===== src/rtl/core/dlsm_pkg.sv =====
// ----------------------------------------------------------------------------
// dlsm_pkg: shared types and constants of the DHCP lease state machine
// Phase codes, message type codes, reset values and the item structs.
// ----------------------------------------------------------------------------
package dlsm_pkg;

	typedef enum logic [2:0] {
		PH_PORT_WAIT  = 3'd0,
		PH_INIT       = 3'd1,
		PH_SELECTING  = 3'd2,
		PH_REQUESTING = 3'd3,
		PH_BOUND      = 3'd4
	} phase_t;

	localparam logic [7:0] MSG_NONE     = 8'd0;
	localparam logic [7:0] MSG_DISCOVER = 8'd1;
	localparam logic [7:0] MSG_OFFER    = 8'd2;
	localparam logic [7:0] MSG_REQUEST  = 8'd3;
	localparam logic [7:0] MSG_ACK      = 8'd5;

	localparam logic [31:0] RANDOM_SEED   = 32'h34aa_d34b;
	localparam logic [31:0] INITIAL_DELAY = 32'd100;
	localparam logic [31:0] TIMEOUT_RESET = 32'd781250000;
	localparam int unsigned RandShift     = 3;

	// Register map: byte address 4*index, index taken from paddr[2]
	localparam int unsigned APB_ADDR_W  = 3;
	localparam logic        REG_TIMEOUT = 1'b0;

	typedef struct packed {
		logic        port_open_valid;
		logic        reply_valid;
		logic [31:0] reply_identifier;
		logic [7:0]  reply_type;
		logic [31:0] reply_offered_ip;
		logic        dhcp_enable;
		logic [31:0] static_ip;
	} in_item_t;

	typedef struct packed {
		logic [31:0] ip_address;
		logic        request_valid;
		logic [31:0] request_identifier;
		logic [7:0]  request_type;
		logic [31:0] request_ip;
		logic        reply_taken;
		logic        port_open_taken;
	} out_item_t;

endpackage


===== src/rtl/core/dlsm_stream_if.sv =====
// ----------------------------------------------------------------------------
// dlsm_stream_if: valid/ready channel
// Carries one payload beat per cycle in which valid and ready are both high.
// ----------------------------------------------------------------------------
interface dlsm_stream_if #(
	parameter type payload_t = logic
) ();
	logic     valid;
	logic     ready;
	payload_t payload;

	modport source (output valid, output payload, input ready);
	modport sink (input valid, input payload, output ready);
endinterface


===== src/rtl/core/dlsm_apb_regs.sv =====
// ----------------------------------------------------------------------------
// dlsm_apb_regs: configuration register file
// Holds the negotiation timeout, written and read over an APB-style port.
// ----------------------------------------------------------------------------
module dlsm_apb_regs (
	input  logic                             clk,
	input  logic                             arst_n,
	input  logic                             psel,
	input  logic                             penable,
	input  logic                             pwrite,
	input  logic [dlsm_pkg::APB_ADDR_W-1:0]  paddr,
	input  logic [31:0]                      pwdata,
	output logic [31:0]                      prdata,
	output logic                             pready,
	output logic [31:0]                      timeout_ticks
);

	logic [31:0] timeout_q;
	logic        wr_en;

	assign pready = 1'b1;
	assign wr_en  = psel && penable && pwrite && pready;

	always_ff @(posedge clk or negedge arst_n) begin
		if (!arst_n) begin
			timeout_q <= dlsm_pkg::TIMEOUT_RESET;
		end else if (wr_en && paddr[2] == dlsm_pkg::REG_TIMEOUT) begin
			timeout_q <= pwdata;
		end
	end

	always_comb begin
		case (paddr[2])
			dlsm_pkg::REG_TIMEOUT: prdata = timeout_q;
			default:               prdata = 32'd0;
		endcase
	end

	assign timeout_ticks = timeout_q;

endmodule


===== src/rtl/core/dlsm_fsm.sv =====
// ----------------------------------------------------------------------------
// dlsm_fsm: lease state machine
// Holds phase, identifiers, addresses and the countdown; works out one tick's
// result and updates the state when the tick moves on to the result register.
// ----------------------------------------------------------------------------
module dlsm_fsm (
	input  logic                 clk,
	input  logic                 arst_n,
	input  logic                 step,
	input  dlsm_pkg::in_item_t   item,
	input  logic [31:0]          timeout_ticks,
	output dlsm_pkg::out_item_t  res
);

	dlsm_pkg::phase_t phase_q, phase_d;
	logic [31:0] random_q, random_d;
	logic [31:0] xid_q, xid_d;
	logic [31:0] current_ip_q, current_ip_d;
	logic [31:0] offered_ip_q, offered_ip_d;
	logic [31:0] countdown_q, countdown_d;
	logic        discover;
	logic        id_match;

	always_ff @(posedge clk or negedge arst_n) begin
		if (!arst_n) begin
			phase_q      <= dlsm_pkg::PH_PORT_WAIT;
			random_q     <= dlsm_pkg::RANDOM_SEED;
			xid_q        <= 32'd0;
			current_ip_q <= 32'd0;
			offered_ip_q <= 32'd0;
			countdown_q  <= dlsm_pkg::INITIAL_DELAY;
		end else if (step) begin
			phase_q      <= phase_d;
			random_q     <= random_d;
			xid_q        <= xid_d;
			current_ip_q <= current_ip_d;
			offered_ip_q <= offered_ip_d;
			countdown_q  <= countdown_d;
		end
	end

	assign id_match = item.reply_identifier == xid_q;

	always_comb begin
		phase_d      = phase_q;
		xid_d        = xid_q;
		current_ip_d = current_ip_q;
		offered_ip_d = offered_ip_q;
		countdown_d  = countdown_q;
		discover     = 1'b0;

		res                    = '0;
		res.ip_address         = current_ip_q;
		res.request_type       = dlsm_pkg::MSG_NONE;

		case (phase_q)
			dlsm_pkg::PH_INIT: begin
				current_ip_d = item.static_ip;
				if (item.dhcp_enable) begin
					if (countdown_q == 32'd0) begin
						discover               = 1'b1;
						xid_d                  = random_q;
						res.request_valid      = 1'b1;
						res.request_identifier = random_q;
						res.request_type       = dlsm_pkg::MSG_DISCOVER;
						countdown_d            = timeout_ticks;
						phase_d                = dlsm_pkg::PH_SELECTING;
					end else begin
						countdown_d = countdown_q - 32'd1;
					end
				end
			end
			dlsm_pkg::PH_SELECTING, dlsm_pkg::PH_REQUESTING: begin
				if (item.reply_valid) begin
					res.reply_taken = 1'b1;
					// foreign identifiers are swallowed without touching the countdown
					if (id_match) begin
						if (phase_q == dlsm_pkg::PH_SELECTING
								&& item.reply_type == dlsm_pkg::MSG_OFFER) begin
							offered_ip_d           = item.reply_offered_ip;
							res.request_valid      = 1'b1;
							res.request_identifier = xid_q;
							res.request_type       = dlsm_pkg::MSG_REQUEST;
							res.request_ip         = item.reply_offered_ip;
							countdown_d            = timeout_ticks;
							phase_d                = dlsm_pkg::PH_REQUESTING;
						end else if (phase_q == dlsm_pkg::PH_REQUESTING
								&& item.reply_type == dlsm_pkg::MSG_ACK) begin
							current_ip_d = offered_ip_q;
							phase_d      = dlsm_pkg::PH_BOUND;
						end else begin
							phase_d = dlsm_pkg::PH_INIT;
						end
					end
				end else if (countdown_q == 32'd0) begin
					phase_d = dlsm_pkg::PH_INIT;
				end else begin
					countdown_d = countdown_q - 32'd1;
				end
			end
			dlsm_pkg::PH_BOUND: begin
				res.reply_taken = item.reply_valid;
				if (!item.dhcp_enable) begin
					phase_d = dlsm_pkg::PH_INIT;
				end
			end
			default: begin
				phase_d      = dlsm_pkg::PH_PORT_WAIT;
				current_ip_d = item.static_ip;
				if (item.port_open_valid) begin
					res.port_open_taken = 1'b1;
					phase_d             = dlsm_pkg::PH_INIT;
				end
			end
		endcase

		// xorshift scramble on a discover, then the per-tick increment
		random_d = (discover ? ((random_q << dlsm_pkg::RandShift) ^ random_q) : random_q)
			+ 32'd1;
	end

endmodule


===== src/rtl/core/dhcp_lease_state_machine_top.sv =====
// ----------------------------------------------------------------------------
// dhcp_lease_state_machine_top: DHCP client lease state machine
// Input register, lease state machine and result register with APB config.
// ----------------------------------------------------------------------------
// Usage:
//   item   - one beat per clock tick: port-open notice, parsed reply, enable
//            level and fallback address.
//   result - one beat per item: address held before the tick, the discover or
//            request issued (if any) and the reply / port-notice consumption.
//   APB    - register 0 at byte address 0: timeout_ticks (offer/ack wait).
// Path: an accepted beat is registered in the input register; when the machine
// steps on it, its result is registered and shown on the result channel.
// Throughput: one beat per cycle while the result channel does not stall; the state
// update of one beat is a single pass through the state machine logic between the
// input and result register. Reset puts the machine in port wait with the initial
// delay countdown at 100, the identifier seed loaded and the timeout at its default.
// When the receiver stalls, the result register holds its beat and the input
// register still takes one more beat; after that item.ready drops until the
// result is taken.
// ----------------------------------------------------------------------------
module dhcp_lease_state_machine_top (
	input  logic                            clk,
	input  logic                            arst_n,
	dlsm_stream_if.sink                     item,
	dlsm_stream_if.source                   result,
	input  logic                            psel,
	input  logic                            penable,
	input  logic                            pwrite,
	input  logic [dlsm_pkg::APB_ADDR_W-1:0] paddr,
	input  logic [31:0]                     pwdata,
	output logic [31:0]                     prdata,
	output logic                            pready
);

	dlsm_pkg::in_item_t  item_s1;
	logic                valid_s1;
	dlsm_pkg::out_item_t result_s2;
	logic                valid_s2;
	dlsm_pkg::out_item_t res;
	logic [31:0]         timeout_ticks;
	logic                advance;

	dlsm_apb_regs u_regs (
		.clk           (clk),
		.arst_n        (arst_n),
		.psel          (psel),
		.penable       (penable),
		.pwrite        (pwrite),
		.paddr         (paddr),
		.pwdata        (pwdata),
		.prdata        (prdata),
		.pready        (pready),
		.timeout_ticks (timeout_ticks)
	);

	dlsm_fsm u_fsm (
		.clk           (clk),
		.arst_n        (arst_n),
		.step          (advance),
		.item          (item_s1),
		.timeout_ticks (timeout_ticks),
		.res           (res)
	);

	assign advance    = valid_s1 && (!valid_s2 || result.ready);
	assign item.ready = !valid_s1 || advance;

	always_ff @(posedge clk or negedge arst_n) begin
		if (!arst_n) begin
			valid_s1 <= 1'b0;
			valid_s2 <= 1'b0;
		end else begin
			if (item.ready) begin
				valid_s1 <= item.valid;
			end
			valid_s2 <= advance || (valid_s2 && !result.ready);
		end
	end

	always_ff @(posedge clk) begin
		if (item.valid && item.ready) begin
			item_s1 <= item.payload;
		end
		if (advance) begin
			result_s2 <= res;
		end
	end

	assign result.valid   = valid_s2;
	assign result.payload = result_s2;

	a_accept_fills_s1: assert property (@(posedge clk) disable iff (!arst_n)
		(item.valid && item.ready) |=> valid_s1)
		else $error("accepted beat did not reach the input register");

	a_advance_fills_s2: assert property (@(posedge clk) disable iff (!arst_n)
		advance |=> valid_s2)
		else $error("state step without a registered result");

	a_request_code: assert property (@(posedge clk) disable iff (!arst_n)
		(valid_s2 && result_s2.request_valid) |->
			(result_s2.request_type == dlsm_pkg::MSG_DISCOVER
			|| result_s2.request_type == dlsm_pkg::MSG_REQUEST))
		else $error("issued message with an unexpected type code");

	a_single_take: assert property (@(posedge clk) disable iff (!arst_n)
		valid_s2 |-> !(result_s2.reply_taken && result_s2.port_open_taken))
		else $error("reply and port notice consumed in the same tick");

endmodule

===== src/flat_wrapper.sv =====
// flat-port wrapper written by rule: the top's interface ports become plain ports
module dhcp_lease_state_machine_top_flat 
  (clk, arst_n, psel, penable, pwrite, paddr, pwdata, prdata, pready, item_valid, item_payload, item_ready, result_valid, result_payload, result_ready);
  dlsm_stream_if item_i ();
  dlsm_stream_if result_i ();
  input  logic clk;
  input  logic arst_n;
  input  logic psel;
  input  logic penable;
  input  logic pwrite;
  input  logic [dlsm_pkg::APB_ADDR_W-1:0] paddr;
  input  logic [31:0] pwdata;
  output logic [31:0] prdata;
  output logic pready;
  input wire logic [$bits(item_i.valid)-1:0] item_valid;
  input wire logic [$bits(item_i.payload)-1:0] item_payload;
  output wire logic [$bits(item_i.ready)-1:0] item_ready;
  output wire logic [$bits(result_i.valid)-1:0] result_valid;
  output wire logic [$bits(result_i.payload)-1:0] result_payload;
  input wire logic [$bits(result_i.ready)-1:0] result_ready;
  assign item_i.valid = item_valid;
  assign item_i.payload = item_payload;
  assign item_ready = item_i.ready;
  assign result_valid = result_i.valid;
  assign result_payload = result_i.payload;
  assign result_i.ready = result_ready;
  dhcp_lease_state_machine_top u_core (.clk(clk), .arst_n(arst_n), .item(item_i), .result(result_i), .psel(psel), .penable(penable), .pwrite(pwrite), .paddr(paddr), .pwdata(pwdata), .prdata(prdata), .pready(pready));
endmodule

===== config.mk =====
export PLATFORM = sky130hd
export DESIGN_NAME = dhcp_lease_state_machine_top_flat
export DESIGN_NICKNAME = d
export VERILOG_FILES = /design/src/rtl/core/dlsm_pkg.sv /design/src/rtl/core/dlsm_stream_if.sv /design/src/rtl/core/dlsm_apb_regs.sv /design/src/rtl/core/dlsm_fsm.sv /design/src/rtl/core/dhcp_lease_state_machine_top.sv /design/src/flat_wrapper.sv
export SDC_FILE = /design/constraint.sdc
export NUM_CORES = 1
export LEC_CHECK = 0
export ABC_CLOCK_PERIOD_IN_PS = 800
export BUFFER_PORTS_ARGS = -buffer_cell sky130_fd_sc_hd__buf_2
export CAP_MARGIN = 20
export CORE_UTILIZATION = 40
export DETAILED_ROUTE_END_ITERATION = 10
export PLACE_DENSITY_LB_ADDON = 0.3
export SYNTH_ARGS = -nofsm -noshare
export SYNTH_HDL_FRONTEND = slang
export SYNTH_SLANG_ARGS = --single-unit

===== constraint.sdc =====
create_clock -name clk -period 0.8 [get_ports clk]
set_clock_uncertainty 0.1 [all_clocks]
set_input_delay 0.16 -clock clk [delete_from_list [all_inputs] [get_ports clk]]
set_output_delay 0.16 -clock clk [all_outputs]
set_load 0.005 [all_outputs]

=== Yosys cells after proc, flatten, opt, wreduce, memory -nomap -nowiden ===
Index checks and enable logic that the tools add are counted.

* Add/subtract/negate cells: 0
* $mul: 0
* Divide/modulo/power cells: 0
* $lt $le $gt $ge: 0
* Equal/unequal tests: 0
* Shift operators: 0
* Muxes and demuxes: 1
* Bitwise gates (word level): 1
* Reduce and logical (&&, ||, !) cells: 11

{| class="wikitable"
|+ Operator list
! cell !! count
|-
| 32-bit two-way mux || 1
|-
| 1-bit logical AND || 5
|-
| 1-bit logical NOT || 3
|-
| 1-bit logical OR || 3
|-
| 1-bit NOT || 1
|}

* Bits in registers: 34
* Latch bits: 0
* RAM bits: 0
* ROM bits: 0
* Input bits: 43
* Output and inout bits: 36
* Logic and storage cells: 16
* Memories: 0

=== Logic depth before layout (Yosys ltp) ===
* Word-level depth: 4
* Mapped depth: 3
* Gate-level depth less buffers: 2

=== Modules after synthesis ===
Synthesis repeated with hierarchy kept, for this count alone.

* Cell total of the unflattened synthesis: 1345
* Area, all modules: 11873.9 um2

{| class="wikitable"
|+ Modules (own cells, without submodules)
! module !! instances !! cells an instance !! area an instance (um2) !! seq. area each (um2)
|-
| dlsm_fsm || 1 || 1229 || 10133.5 || 4102.7
|-
| dlsm_apb_regs || 1 || 105 || 1572.8 || 819.5
|-
| dhcp_lease_state_machine_top || 1 || 11 || 167.7 || 110.1
|}

=== Worst setup path after synthesis ===
Ideal clock, no wire load.

* Path kind: input to register
* Start: input paddr[2] (netlist name)
* End: register u_core.u_regs.timeout_q[0], in the netlist u_core.u_regs.timeout_ticks[0]
* Library setup time: 0.125 ns
* Data arrival time: 0.820 ns
* Data required time: 0.575 ns
* Path slack: -0.245 ns
* Stages on the path: 3
* Buffers on the path: 1
* Cells stage by stage: nand4b_4 > buf_6 > mux2_4

* Cells in the longest elaborated chain, start to end: 2

{| class="wikitable"
|+ Ends and longest elaborated chain
! item !! line !! text
|-
| start: declaration || flat_wrapper.sv:11 || <nowiki>input logic [dlsm_pkg::APB_ADDR_W-1:0] paddr;</nowiki>
|-
| 1-bit NOT || n/a ||
|-
| 1-bit logical AND || dlsm_apb_regs.sv:27 || <nowiki>end else if (wr_en && paddr[2] == dlsm_pkg::REG_TIMEOUT) begin</nowiki>
|-
| end signal: assignment || dlsm_apb_regs.sv:26 || <nowiki>timeout_q <= dlsm_pkg::TIMEOUT_RESET;</nowiki>
|-
| end signal: assignment || dlsm_apb_regs.sv:28 || <nowiki>timeout_q <= pwdata;</nowiki>
|-
| end: declaration || dlsm_apb_regs.sv:18 || <nowiki>logic [31:0] timeout_q;</nowiki>
|}

Every way passes these cells.
A chain may end at the register's enable or synchronous reset.

=== Worst setup path in the final report ===
* Start: register u_core.u_regs.timeout_q[25], in the netlist u_core.u_regs.timeout_ticks[25]
* End: output prdata[25]

* Cells in the longest elaborated chain, start to end: 1

{| class="wikitable"
|+ Ends and longest elaborated chain
! item !! line !! text
|-
| 32-bit two-way mux || dlsm_apb_regs.sv:33 || <nowiki>case (paddr[2])</nowiki>
|-
| end: declaration || flat_wrapper.sv:13 || <nowiki>output logic [31:0] prdata;</nowiki>
|}

Every way passes these cells.

==> key figures <==
Detailed routing
  • Antenna-violating nets left: 0
  • DRT iter0 DRCs: 45
  • WL final: 3.82 mm
  • DR DRC count: 0
  • Total number of vias: 1179
  • Via density: 4.45
  • DRT Pass-1 Iters: 6
  • Routed WL per cell: 14.4 um

Global route
  • First-pass GRT wire length: 6.11 mm
  • Antenna violations before repair: 0
  • GRT Residual Overflow: 0
  • Total GRT Usage: 19.3%
  • Vias in the first global route: 1243
  • Largest net degree at the start of global routing: 35

Power
  • Switching pwr: 1.28 mW
  • Switching share of power: 23.6%
  • Clock network power share: 21.7%
  • Comb power frac: 33.3%
  • Pwr Density: 2090 mW/mm2
  • Leak: 1.41 nW
  • Total power: 5.39 mW
  • VDD IR-drop max: 1.41 mV
  • Sequential power share: 44.9%
  • Internal power: 4.12 mW

Critical path
  • Worst path slowest cell: dfstp_2
  • CP Max Fanout: 2
  • WP data required: 540 ps
  • WS Path Type: reg -> out
  • Crit-path max cell delay: 530 ps
  • Crit end category: output port
  • CP Launch Type: flop
  • CP cell instances: nor2b_4 > buf_2
  • Worst EP arrival: 1070 ps

Outcome
  • Status: finished, violations left
  • Failing checks: negative hold slack, negative setup slack

Synth
  • Post-synthesis sequential area ratio: 52.4%
  • XOR/XNOR share of the synthesized area: 0%
  • Unique masters post-synth: 14
  • Synth Area in Adders: 0%
  • Mean Syn Cell Area: 14.7 um2
  • Compound-Gate Fraction of Synth Area: 0.452%
  • Mux cell area share after synthesis: 28.5%
  • Total nets after synthesis: 156
  • Syn Inst Count: 113
  • Yosys reg bits: 34
  • Syn Std Cell Area: 0.00166 mm2
  • Simple-gate portion of the synthesized area: 14.3%
  • Largest family of logic cells by synthesized area: multiplexers
  • Yosys Warn Count: 0

Placed design
  • PortBufs: 73
  • Dpl cells: 237
  • Post-DP HPWL: 2.61 mm
  • Placer Congestion: 0.675
  • DP Worst Slack: -437 ps

Cells and area
  • Final non-filler cell total: 265
  • Share of cells above drive strength 1: 80.5%
  • Most frequent cells in the layout: buf_2 (72), mux2_4 (30), dfrtp_1 (19), nor2b_4 (18), dfstp_2 (15)
  • Nets: 258
  • Area grow syn2layout: 55.9%
  • Commonest non-fill, non-tap cell in the layout: buf_2
  • Antenna Cells: 0

Flow run
  • Max-Cap Viols: 0

Floorplanning
  • Core footprint: 0.00400 mm2
  • Height of the chip: 66.4 um
  • # rows: 23
  • Total die area: 0.00441 mm2
  • Initial Util: 41.5%
  • I/O Pins: 79
  • Die Span X: 66.4 um

CTS
  • Worst-Skew Late Latency: 280 ps
  • TritonCTS buffer count: 5
  • Root buf cell: clkbuf_8
  • Max Root-Sink Buffers: 2
  • # H-tree levels: 2
  • Clock-pin slew on the worst setup and hold paths: 70 ps
  • TritonCTS clock tree: yes
  • Clock sink count: 34
  • Hold buffer count at cts: 1

STA
  • Slack of the critical path: -527 ps
  • # setup viols final: 67
  • WHS: -38.2 ps
  • RSZ-0062 raised after global routing: yes
  • Final Hold Fails: 1
  • Tmin final: 1330 ps
  • Setup_tns: -19420 ps
  • Max Freq: 754 MHz
  • Max-slew violation count: 0
  • Fin crit share: 166%

Min path
  • Min-Delay Path Class: in -> reg
## cells by family after synthesis
| kind of cell | count (synthesis) |
|---|---|
| mux | 32 |
| flops | 34 |
| buf+inv | 9 |
| simple gates | 35 |
| other cells | 2 |
| compound gates | 1 |
## area by class of cell
| type | count | area [um2] |
|---|---|---|
| fill | 306 | 1410 |
| sequential | 34 | 870 |
| multi-input combinational | 70 | 861 |
| tap | 50 | 62.6 |
| timing repair buffer | 103 | 713 |
| inverter | 1 | 3.75 |
| clock buffer | 7 | 76.3 |
## worst max-delay path, delay by kind of cell, from the launching register on
family / cells / cell delay, ps
AND/OR/NAND/NOR: 1 / 140
buffers and inverters: 1 / 120
flip-flops: 1 / 530
## per-layer routing
| metal | routed length, um | GRT usage [%] | part of all wire, % | vias up |
|---|---|---|---|---|
| li1 | - | - | - | 567 |
| met1 | 1590 | 23.3 | 42 | 567 |
| met2 | 2010 | 32.9 | 53 | 41 |
| met3 | 191 | 4.66 | 5.0 | 4 |
| met4 | 36 | 7.18 | 0.94 | 0 |
| met5 | 0 | 0 | 0 | - |
## final timing paths
path	from	to	slack, ps	cells past startpoint
max	u_core.u_regs.timeout_ticks[25]	prdata[25]	-530	2
min	item_valid	u_core.valid_s1	-40	2
max reg2reg	u_core.u_regs.timeout_ticks[25]	u_core.u_regs.timeout_ticks[25]	-310	4
min reg2reg	u_core.valid_s1	u_core.result.valid	360	1
max in group asynchronous	arst_n	u_core.u_regs.timeout_ticks[13]	80	3
min in group asynchronous	arst_n	u_core.u_regs.timeout_ticks[1]	270	3
## sequential cells by signal (all words and copies together), names as in the netlist
signal and count:
u_core.result.valid 1, u_core.u_regs.timeout_ticks 32, u_core.valid_s1 1
## power by group through the flow
| stage | registers (mW) | clock network [mW] | logic [mW] |
|---|---|---|---|
| after CTS | 2.41 | 1.21 | 1.76 |
| after floorplan | 2.36 | 0 | 0.952 |
| after global placement | 2.41 | 0 | 1.38 |
| after detailed placement | 2.43 | 0 | 1.43 |
| after global routing | 2.47 | 1.28 | 1.95 |
| final | 2.42 | 1.17 | 1.80 |
## repair_timing
item,in CTS,in global routing
gates cloned,3,0
gates resized for setup,15,13
buffers inserted,17,9
pin swaps,1,1
setup endpoints to repair,66,67
endpoints found under the hold margin,39,1
## synth_stat cells
master / count / area [um2]
dfrtp_1: 19 / 475
buf_6: 3 / 33.8
nor2b_1: 32 / 200
clkbuf_1: 3 / 11.3
mux2_4: 30 / 450
mux2_2: 2 / 22.5
buf_4: 2 / 15.0
conb_1: 2 / 7.51
nand2b_1: 1 / 6.26
a21o_1: 1 / 7.51
nand3b_1: 1 / 7.51
nand4b_4: 1 / 23.8
dfstp_2: 15 / 394
inv_1: 1 / 3.75
## metrics by stage
step	utilization [%]	instance area (um2)
3_5_place_dp	55.8	2230
6_report	64.7	2590
5_1_grt	64.7	2590
4_1_cts	64.6	2580
2_1_floorplan	-	1770
3_3_place_gp	55.8	2230
(Power assumes the default switching activity.)
